### src/rtl/gtdd_pkg.sv
// Shared widths, register indexes and direction codes of the tilt direction detector.
package gtdd_pkg;

  localparam int unsigned RATE_W   = 16;
  localparam int unsigned MS_W     = 8;
  localparam int unsigned DECAY_W  = 16;
  localparam int unsigned LIMIT_W  = 22;
  localparam int unsigned MAP_W    = 4;
  localparam int unsigned TILT_W   = 23;
  localparam int unsigned DIR_W    = 2;
  localparam int unsigned CFG_IDX_W  = 3;
  localparam int unsigned CFG_DATA_W = 22;
  localparam int unsigned S_TDATA_W  = 40;
  localparam int unsigned M_TDATA_W  = 48;
  localparam int unsigned M_TUSER_W  = 1;

  typedef logic [CFG_IDX_W-1:0] cfg_idx_t;
  typedef logic [DIR_W-1:0] dir_t;

  localparam cfg_idx_t REG_BIAS_X    = 3'd0;
  localparam cfg_idx_t REG_BIAS_Y    = 3'd1;
  localparam cfg_idx_t REG_DECAY     = 3'd2;
  localparam cfg_idx_t REG_MAX_ANGLE = 3'd3;
  localparam cfg_idx_t REG_DEADZONE  = 3'd4;
  localparam cfg_idx_t REG_AXIS_MAP  = 3'd5;

  localparam dir_t DIR_UP    = 2'd0;
  localparam dir_t DIR_DOWN  = 2'd1;
  localparam dir_t DIR_LEFT  = 2'd2;
  localparam dir_t DIR_RIGHT = 2'd3;

  localparam logic [DECAY_W-1:0] DECAY_RESET    = 16'd65470;
  localparam logic [LIMIT_W-1:0] MAX_ANGLE_RESET = 22'd720000;
  localparam logic [LIMIT_W-1:0] DEADZONE_RESET  = 22'd240000;
  localparam logic [MAP_W-1:0]   AXIS_MAP_RESET  = 4'd1;

endpackage

### src/rtl/gyro_tilt_direction_detector_top.sv
// Tilt direction detector: integrates, decays and clamps two gyro angles, reports the direction and flags changes.
//
//   channel  dir  handshake          payload
//   s_*      in   s_tvalid/s_tready  tdata: rate_x, rate_y, elapsed_ms
//   m_*      out  m_tvalid/m_tready  tdata: direction, tilt_x, tilt_y; tuser: fired
//   cfg_*    in   cfg_valid/cfg_ready cfg_index, cfg_data (writes always taken)
//
// With elapsed_ms zero an item goes from idle to decide; otherwise it runs mul, add, abs per
// axis, decay per axis and millisecond, then clamp and decide. The single 25x16 multiplier
// serves both axes, one axis per cycle, for the integration products and every decay step.
// s_tready is high only while the sequencer is idle; a finished result waits in the output
// register, and a full output register stalls the sequencer in its last step.
// rst is synchronous: angles, direction memory, registers and handshakes return to reset values.
module gyro_tilt_direction_detector_top (
  input  logic                              clk,
  input  logic                              rst,
  input  logic                              s_tvalid,
  output logic                              s_tready,
  input  logic [gtdd_pkg::S_TDATA_W-1:0]    s_tdata,  // rate_x, rate_y, elapsed_ms
  output logic                              m_tvalid,
  input  logic                              m_tready,
  output logic [gtdd_pkg::M_TDATA_W-1:0]    m_tdata,  // direction, tilt_x, tilt_y
  output logic [gtdd_pkg::M_TUSER_W-1:0]    m_tuser,  // fired
  input  logic                              cfg_valid,
  output logic                              cfg_ready,
  input  logic [gtdd_pkg::CFG_IDX_W-1:0]    cfg_index,
  input  logic [gtdd_pkg::CFG_DATA_W-1:0]   cfg_data
);

  localparam int unsigned MAG_W  = 25;
  localparam int unsigned SUM_W  = MAG_W + 1;
  localparam int unsigned PROD_W = MAG_W + gtdd_pkg::DECAY_W;
  localparam int unsigned RMAG_W = gtdd_pkg::RATE_W;
  localparam int unsigned RSUB_W = gtdd_pkg::RATE_W + 1;

  typedef enum logic [2:0] {
    ST_IDLE,
    ST_MUL,
    ST_ADD,
    ST_ABS,
    ST_DECAY,
    ST_CLAMP,
    ST_DECIDE
  } state_t;

  state_t state;
  logic   axis;
  logic [gtdd_pkg::MS_W-1:0] count;

  logic signed [gtdd_pkg::RATE_W-1:0] bias_x;
  logic signed [gtdd_pkg::RATE_W-1:0] bias_y;
  logic [gtdd_pkg::DECAY_W-1:0]       decay_per_ms;
  logic [gtdd_pkg::LIMIT_W-1:0]       max_angle;
  logic [gtdd_pkg::LIMIT_W-1:0]       deadzone;
  logic [gtdd_pkg::MAP_W-1:0]         axis_map;

  logic              ang_neg [2];
  logic [MAG_W-1:0]  ang_mag [2];
  logic              r_neg   [2];
  logic [RMAG_W-1:0] r_mag   [2];
  logic              p_neg;
  logic [MAG_W-1:0]  p_mag;
  logic signed [SUM_W-1:0] sum;
  logic              have_last;
  gtdd_pkg::dir_t    last_dir;

  logic signed [gtdd_pkg::RATE_W-1:0] in_rate_x;
  logic signed [gtdd_pkg::RATE_W-1:0] in_rate_y;
  logic [gtdd_pkg::MS_W-1:0]          in_ms;
  logic signed [RSUB_W-1:0] rx;
  logic signed [RSUB_W-1:0] ry;

  logic [MAG_W-1:0]            op_a;
  logic [gtdd_pkg::DECAY_W-1:0] op_b;
  logic [PROD_W-1:0]           prod;

  logic             ud_neg, lr_neg;
  logic [MAG_W-1:0] ud_mag, lr_mag, dom_mag;
  logic             ud_dom, ud_pos, lr_pos, active, fire;
  gtdd_pkg::dir_t   cand;
  logic signed [SUM_W-1:0] tc_x, tc_y;
  logic             out_free;

  function automatic logic signed [SUM_W-1:0] to_tc(input logic neg, input logic [MAG_W-1:0] mag);
    logic signed [SUM_W-1:0] v;
    v = $signed({1'b0, mag});
    return neg ? -v : v;
  endfunction

  function automatic logic [RMAG_W-1:0] abs_rate(input logic signed [RSUB_W-1:0] v);
    logic signed [RSUB_W-1:0] a;
    a = v[RSUB_W-1] ? -v : v;
    return a[RMAG_W-1:0];
  endfunction

  assign s_tready  = (state == ST_IDLE);
  assign cfg_ready = 1'b1;

  assign in_rate_x = s_tdata[15:0];
  assign in_rate_y = s_tdata[31:16];
  assign in_ms     = s_tdata[39:32];
  assign rx = RSUB_W'(in_rate_x) - RSUB_W'(bias_x);
  assign ry = RSUB_W'(in_rate_y) - RSUB_W'(bias_y);

  // Shared multiplier: integration product or decay step of the selected axis.
  always_comb begin
    if (state == ST_MUL) begin
      op_a = MAG_W'(r_mag[axis]);
      op_b = gtdd_pkg::DECAY_W'(count);
    end else begin
      op_a = ang_mag[axis];
      op_b = decay_per_ms;
    end
    prod = PROD_W'(op_a) * PROD_W'(op_b);
  end

  always_comb begin
    ud_neg = (axis_map[0] ? ang_neg[1] : ang_neg[0]) ^ axis_map[1];
    ud_mag = axis_map[0] ? ang_mag[1] : ang_mag[0];
    lr_neg = (axis_map[2] ? ang_neg[1] : ang_neg[0]) ^ axis_map[3];
    lr_mag = axis_map[2] ? ang_mag[1] : ang_mag[0];
    ud_dom = (ud_mag >= lr_mag);
    dom_mag = ud_dom ? ud_mag : lr_mag;
    ud_pos = !ud_neg && (ud_mag != '0);
    lr_pos = !lr_neg && (lr_mag != '0);
    if (ud_dom) begin
      cand = ud_pos ? gtdd_pkg::DIR_DOWN : gtdd_pkg::DIR_UP;
    end else begin
      cand = lr_pos ? gtdd_pkg::DIR_RIGHT : gtdd_pkg::DIR_LEFT;
    end
    active = (dom_mag >= MAG_W'(deadzone));
    fire = active && (!have_last || (last_dir != cand));
    tc_x = to_tc(ang_neg[0], ang_mag[0]);
    tc_y = to_tc(ang_neg[1], ang_mag[1]);
    out_free = !m_tvalid || m_tready;
  end

  always_ff @(posedge clk) begin
    if (rst) begin
      state        <= ST_IDLE;
      axis         <= 1'b0;
      count        <= '0;
      bias_x       <= '0;
      bias_y       <= '0;
      decay_per_ms <= gtdd_pkg::DECAY_RESET;
      max_angle    <= gtdd_pkg::MAX_ANGLE_RESET;
      deadzone     <= gtdd_pkg::DEADZONE_RESET;
      axis_map     <= gtdd_pkg::AXIS_MAP_RESET;
      ang_neg[0]   <= 1'b0;
      ang_neg[1]   <= 1'b0;
      ang_mag[0]   <= '0;
      ang_mag[1]   <= '0;
      have_last    <= 1'b0;
      last_dir     <= gtdd_pkg::DIR_UP;
      m_tvalid     <= 1'b0;
    end else begin
      if (cfg_valid && cfg_ready) begin
        unique case (cfg_index)
          gtdd_pkg::REG_BIAS_X:    bias_x       <= cfg_data[15:0];
          gtdd_pkg::REG_BIAS_Y:    bias_y       <= cfg_data[15:0];
          gtdd_pkg::REG_DECAY:     decay_per_ms <= cfg_data[15:0];
          gtdd_pkg::REG_MAX_ANGLE: max_angle    <= cfg_data;
          gtdd_pkg::REG_DEADZONE:  deadzone     <= cfg_data;
          gtdd_pkg::REG_AXIS_MAP:  axis_map     <= cfg_data[3:0];
          default: ;
        endcase
      end

      if (m_tvalid && m_tready && (state != ST_DECIDE)) begin
        m_tvalid <= 1'b0;
      end

      unique case (state)
        ST_IDLE: begin
          if (s_tvalid) begin
            r_neg[0] <= rx[RSUB_W-1];
            r_neg[1] <= ry[RSUB_W-1];
            r_mag[0] <= abs_rate(rx);
            r_mag[1] <= abs_rate(ry);
            count    <= in_ms;
            axis     <= 1'b0;
            state    <= (in_ms == '0) ? ST_DECIDE : ST_MUL;
          end
        end
        ST_MUL: begin
          p_mag <= prod[MAG_W-1:0];
          p_neg <= r_neg[axis];
          state <= ST_ADD;
        end
        ST_ADD: begin
          sum   <= to_tc(ang_neg[axis], ang_mag[axis]) + to_tc(p_neg, p_mag);
          state <= ST_ABS;
        end
        ST_ABS: begin
          ang_neg[axis] <= sum[SUM_W-1];
          ang_mag[axis] <= sum[SUM_W-1] ? MAG_W'(-sum) : MAG_W'(sum);
          axis  <= ~axis;
          state <= axis ? ST_DECAY : ST_MUL;
        end
        ST_DECAY: begin
          ang_mag[axis] <= prod[PROD_W-1:gtdd_pkg::DECAY_W];
          axis <= ~axis;
          if (axis) begin
            count <= count - 1'b1;
            if (count == gtdd_pkg::MS_W'(1)) begin
              state <= ST_CLAMP;
            end
          end
        end
        ST_CLAMP: begin
          if (ang_mag[0] > MAG_W'(max_angle)) begin
            ang_mag[0] <= MAG_W'(max_angle);
          end
          if (ang_mag[1] > MAG_W'(max_angle)) begin
            ang_mag[1] <= MAG_W'(max_angle);
          end
          state <= ST_DECIDE;
        end
        ST_DECIDE: begin
          if (out_free) begin
            if (active) begin
              if (fire) begin
                have_last <= 1'b1;
                last_dir  <= cand;
              end
            end else begin
              have_last <= 1'b0;
            end
            m_tvalid <= 1'b1;
            m_tuser  <= fire;
            m_tdata  <= {tc_y[gtdd_pkg::TILT_W-1:0], tc_x[gtdd_pkg::TILT_W-1:0], cand};
            state    <= ST_IDLE;
          end
        end
        default: state <= ST_IDLE;
      endcase
    end
  end

endmodule

### config.mk
export PLATFORM = sky130hd
export DESIGN_NAME = gyro_tilt_direction_detector_top
export DESIGN_NICKNAME = d
export VERILOG_FILES = /design/src/rtl/gtdd_pkg.sv /design/src/rtl/gyro_tilt_direction_detector_top.sv
export SDC_FILE = /design/constraint.sdc
export NUM_CORES = 2
export LEC_CHECK = 0
export BUFFER_PORTS_ARGS = -buffer_cell sky130_fd_sc_hd__buf_2
export CAP_MARGIN = 10
export CORE_ASPECT_RATIO = 0.6
export CORE_UTILIZATION = 57
export DETAILED_ROUTE_END_ITERATION = 16
export PLACE_DENSITY_LB_ADDON = 0.25
export SLEW_MARGIN = 30
export SYNTH_ARGS = -nofsm -noshare
export SYNTH_HDL_FRONTEND = slang
export SYNTH_SLANG_ARGS = --single-unit
export TNS_END_PERCENT = 100
### constraint.sdc
create_clock -name clk -period 18.2 [get_ports clk]
set_input_delay 0.91 -clock clk [delete_from_list [all_inputs] [get_ports clk]]
set_output_delay 0.91 -clock clk [all_outputs]
set_load 0.03 [all_outputs]
Yosys cells after proc, flatten, opt, wreduce, memory -nomap -nowiden
Memories as Yosys holds them, arrays and structs flattened. A register that Yosys moved wholly into a read port is not among the register bits.
Cells that the tools add are included.
{"block": "word_totals", "ramBits": 86, "out_inout_bits": 52, "regBits": 212, "mem_count": 4}
{"name": "ang_mag", "words": 2, "width": 25, "rd": 3, "rd_ports_with_merged_regs": 1, "wr": 2, "line_no": "gyro_tilt_direction_detector_top.sv:58", "text": "logic [MAG_W-1:0] ang_mag [2];"}
{"name": "r_mag", "words": 2, "width": 16, "rd": 1, "rd_ports_with_merged_regs": 1, "wr": 2, "line_no": "gyro_tilt_direction_detector_top.sv:60", "text": "logic [RMAG_W-1:0] r_mag [2];"}
{"name": "ang_neg", "words": 2, "width": 1, "rd": 3, "rd_ports_with_merged_regs": 1, "wr": 2, "line_no": "gyro_tilt_direction_detector_top.sv:57", "text": "logic ang_neg [2];"}
{"name": "r_neg", "words": 2, "width": 1, "rd": 1, "rd_ports_with_merged_regs": 1, "wr": 2, "line_no": "gyro_tilt_direction_detector_top.sv:59", "text": "logic r_neg [2];"}
{"block": "op_classes", "magnitude_cmp": 4, "n_mul": 1, "reduce_logical": 35, "add_sub_neg": 11, "n_eq_ne": 19, "bitwise": 7, "mux": 69}
{"cell": "$mux W25", "count": 9}
{"cell": "$mux W26", "count": 2}
{"cell": "$neg A25 Y26", "count": 2}
{"cell": "$gt A25 B22 Y1", "count": 2}
{"cell": "$reduce_bool A25 Y1", "count": 2}
{"cell": "$mux W16", "count": 3}
{"cell": "$mux W23", "count": 2}
{"cell": "$neg A23 Y23", "count": 2}
{"cell": "$mul A25 B16 Y41", "count": 1}
{"cell": "$mux W1", "count": 41}
{"cell": "$sub A16 B16 Y17", "count": 2}
{"cell": "$neg A16 Y16", "count": 2}
{"cell": "$add A26 B26 Y26", "count": 1}
{"cell": "$ge A25 B22 Y1", "count": 1}
{"cell": "$ge A25 B25 Y1", "count": 1}
{"cell": "$neg A25 Y25", "count": 1}
{"cell": "$reduce_or A25 Y1", "count": 1}
{"cell": "$pmux W3 S7", "count": 1}
{"cell": "$mux W3", "count": 6}
{"cell": "$reduce_and A2 Y1", "count": 9}
{"cell": "$mux W8", "count": 2}
{"cell": "$pmux W8 S2", "count": 1}
{"cell": "$eq A3 B3 Y1 const B", "count": 5}
{"cell": "$eq A3 B2 Y1 const B", "count": 4}
{"cell": "other kinds (22)", "count": 43}

Depth between registers and ports, before layout
An unclocked memory read counts as a cell.
{"block": "logic_depth", "ltp_word": 12, "mapped_depth": 32, "ltp_nobuf": 28}

Worst setup path before layout
Ideal clock, no wire load.
{"block": "synth_path", "path_kind": "register -> register", "start": "register (tool-made name)", "end": "memory ang_mag[0][22] (data pin)", "synth_period_minus_slack_ns": 8.236, "stages_incl_launch_ff": 32, "path_slack_ns": 9.964, "setup_time_ns": 0.265, "t_arrival_ns": 7.971, "required_time_ns": 17.935, "cell_sequence": "dfxtp_1 -> buf_2 -> buf_2 -> buf_1 -> buf_2 -> buf_2 -> mux2i_1 -> nand2_1 -> a21boi_0 -> nand2_1 -> fa_1 -> inv_1 -> fa_1 -> inv_1 -> fa_1 -> inv_1 -> fa_1 -> inv_1 -> fa_1 -> fa_1 -> inv_1 -> ha_1 -> nand3_1 -> nor2_1 -> and3_1 -> a31o_2 -> or2_2 -> a31o_2 -> a21oi_2 -> a31oi_1 -> and4_1 -> or3_1"}
{"item": "end, declared", "line_no": "gyro_tilt_direction_detector_top.sv:58"}

==> results.py <==
metrics = {
    "outcome": {
        "run_status": "complete, but fails checks",
        "violations": "design-rule violations",
    },
    "clock_network": {
        "cts_sinks": 300,
        "path_clk_slew_ns": 0.07,
        "cts_max_path_buffers": 3,
        "clock_latency_ns": 0.62,
        "ctsResizeCount": 0,
        "clockRootBuffer": "clkbuf_16",
        "cts-htree-levels": 1,
        "tritoncts": "yes",
        "cts_buffers": 30,
        "post-cts-setup-buffer-count": 0,
        "hold_buffers": 0,
    },
    "sta": {
        "fin_ws_ns": 9.29,
        "hold_viol_final": 0,
        "fin_crit_ns": 8.91,
        "rsz0062_at_grt": "false",
        "fin_skew_ns": 0.0336,
        "setup_tns_ns": 0,
        "max_freq_mhz": 112,
        "maxSlewViolCount": 0,
        "max_slew_margin": 0.246,
        "worst_pin_slew_ns": 1.10,
        "setup_viol": 0,
        "fin_crit_sh": 0.490,
    },
    "final_layout": {
        "multi_input_area_mm2": 0.0232,
        "n_fill_cell": 4940,
        "seq_area_mm2": 0.00788,
        "drive_above_1_share": 0.0806,
        "area_growth_pct": 7.00,
        "final_cells": 4655,
        "mostFrequentLayoutCells": "573 x nand2_1, 497 x inv_1, 323 x fa_1",
        "nets": 4522,
        "layout_commonest_cell": "nand2_1",
    },
    "global_route": {
        "antenna_found_initial": 1,
        "overflow": 0,
        "grt_pass1_wl_mm": 168,
        "grt_usage": 0.379,
        "grt_max_degree": 87,
        "grt_pass1_vias": 26439,
    },
    "floorplan": {
        "rows": 68,
        "io_pins": 122,
        "die_h_um": 190,
        "start_util": 0.581,
        "coreArea_mm2": 0.0578,
        "die-area_mm2": 0.0598,
        "die_w_um": 315,
    },
    "synth": {
        "ys_async_sr_fraction": 0,
        "netlist-cell-type-count": 87,
        "synth_area_per_cell_um2": 8.74,
        "seq_area_frac_synth": 0.235,
        "yosysWarnings": 0,
        "ys_dominant_reg_cell": "edfxtp_1",
        "syn_inst": 3836,
        "synth_edf_count": 187,
        "syn_area_mm2": 0.0335,
        "syn_nets": 4499,
        "ys_ff_latch": 300,
    },
    "drt": {
        "routed_wl_mm": 113,
        "viasPerCell": 6.16,
        "postRouteAntennaNets": 0,
        "avgRoutedWirePerCell_um": 24.3,
        "via_count": 28695,
        "post-route-drc-count": 12,
        "dr.pass1.iters": 12,
        "first_iter_violations": 3966,
    },
    "place": {
        "port-buffer-count": 120,
        "gp_congestion": 1.08,
        "hpwlAfterDp_mm": 89.0,
        "dp_cells": 4596,
        "pre_cts_ws_ns": 9.29,
    },
    "setup_path": {
        "crit_path_max_fanout": 62,
        "worstPathRequired_ns": 18.58,
        "worstSetupStartpointType": "flop",
        "critPathKind": "flop to flop",
        "r2r_cells": 25,
        "critPathCaptureType": "flop",
        "arrival_ns": 9.29,
    },
    "hold_path": {
        "holdPathStages": 2,
        "hp-class": "flop to flop",
    },
    "flow_run": {
        "cap_violations": 0,
    },
}
state kept, by name, summed over array words and instances (netlist names), 3 cells and up, named ones only:
signal	flops
ang_mag	50
m_tdata	48
r_mag	32
sum	26
p_mag	25
deadzone	22
max_angle	22
bias_x	16
bias_y	16
decay_per_ms	16
count	8
axis_map	4
state	3
layout make-up:
cell class,count,share of cell area
Sequential cell,300,0.220
Antenna cell,2,0.000139
Clock buffer,35,0.0226
Tap cell,770,0.0268
Clock inverter,21,0.00631
Inverter,498,0.0521
Multi-Input combinational cell,2868,0.646
Timing Repair Buffer,161,0.0259
metrics by stage:
stage	area, um2	hold WS [ns]	utilization
global route	35900	0.476	0.621
finish	35900	0.457	0.621
floorplan	33500	0.436	-
detailed placement	34800	0.448	0.602
CTS	35800	0.457	0.620
global placement	34800	0.442	0.602
critical path, stage by stage (launching register included):
cell and delay (ns):
dfxtp_1 0.61, nor2_1 0.13, nand2_2 0.09, buf_4 0.52, and2_1 0.87, nand2_1 0.18
fa_1 0.57, inv_1 0.05, fa_1 0.54, fa_1 0.46, fa_1 0.52, fa_1 0.55
inv_1 0.06, fa_1 0.59, inv_1 0.06, ha_1 0.43, and4_1 0.28, o2111a_1 0.24
o2111ai_1 0.12, and3_1 0.28, o211a_1 0.30, o31ai_1 0.41, o21ai_0 0.18, a211oi_1 0.25
o21ai_0 0.14, a21o_1 0.21
final timing paths:
check	startpoint	to	slack [ns]
max	state[2]$_SDFFE_PP0P_	ang_mag[0][21]$_DFFE_PP_	9.29
min reg2reg	bias_x[5]$_SDFFE_PP0P_	bias_x[5]$_SDFFE_PP0P_	0.46
min	bias_x[5]$_SDFFE_PP0P_	bias_x[5]$_SDFFE_PP0P_	0.46
max reg2reg	state[2]$_SDFFE_PP0P_	ang_mag[0][21]$_DFFE_PP_	9.29
Yosys cell counts, types with 30 or more instances:
master | number | area (um2)
xnor2_1 | 165 | 1450
o21a_1 | 48 | 360
o31ai_1 | 32 | 240
o21ai_0 | 156 | 781
a21oi_1 | 191 | 956
mux2i_1 | 79 | 791
nand2_1 | 574 | 2150
nand3_1 | 65 | 325
clkbuf_1 | 146 | 548
dfxtp_1 | 113 | 2260
fa_1 | 323 | 6470
nor3_1 | 41 | 205
and2_1 | 30 | 188
inv_1 | 497 | 1870
a21o_1 | 41 | 308
edfxtp_1 | 187 | 5620
nand2b_1 | 37 | 231
xor2_1 | 50 | 438
mux2_2 | 47 | 529
nor2_1 | 288 | 1080
and3_1 | 36 | 225
ha_1 | 270 | 3380
nor2b_1 | 32 | 200
metal layers:
layer,part of all wire,GRT usage
met5,0.0015,0.0154
met4,0.029,0.0928
met3,0.19,0.219
met2,0.36,0.463
met1,0.43,0.552
logic make-up after synthesis:
family	count (synthesis)	share of synthesized area
AO/OA/AOI/OAI	672	0.129
flip-flops	300	0.235
AND/OR/NAND/NOR	1261	0.171
multiplexers	126	0.0394
buffers and inverters	668	0.0755
adder cells (fa/ha/maj)	593	0.294
other	1	0.000112
XOR/XNOR	215	0.0562
Power is left out: the tool's default activity adds up to more than one toggle a clock period on the data nets, which glitch-free logic cannot reach.
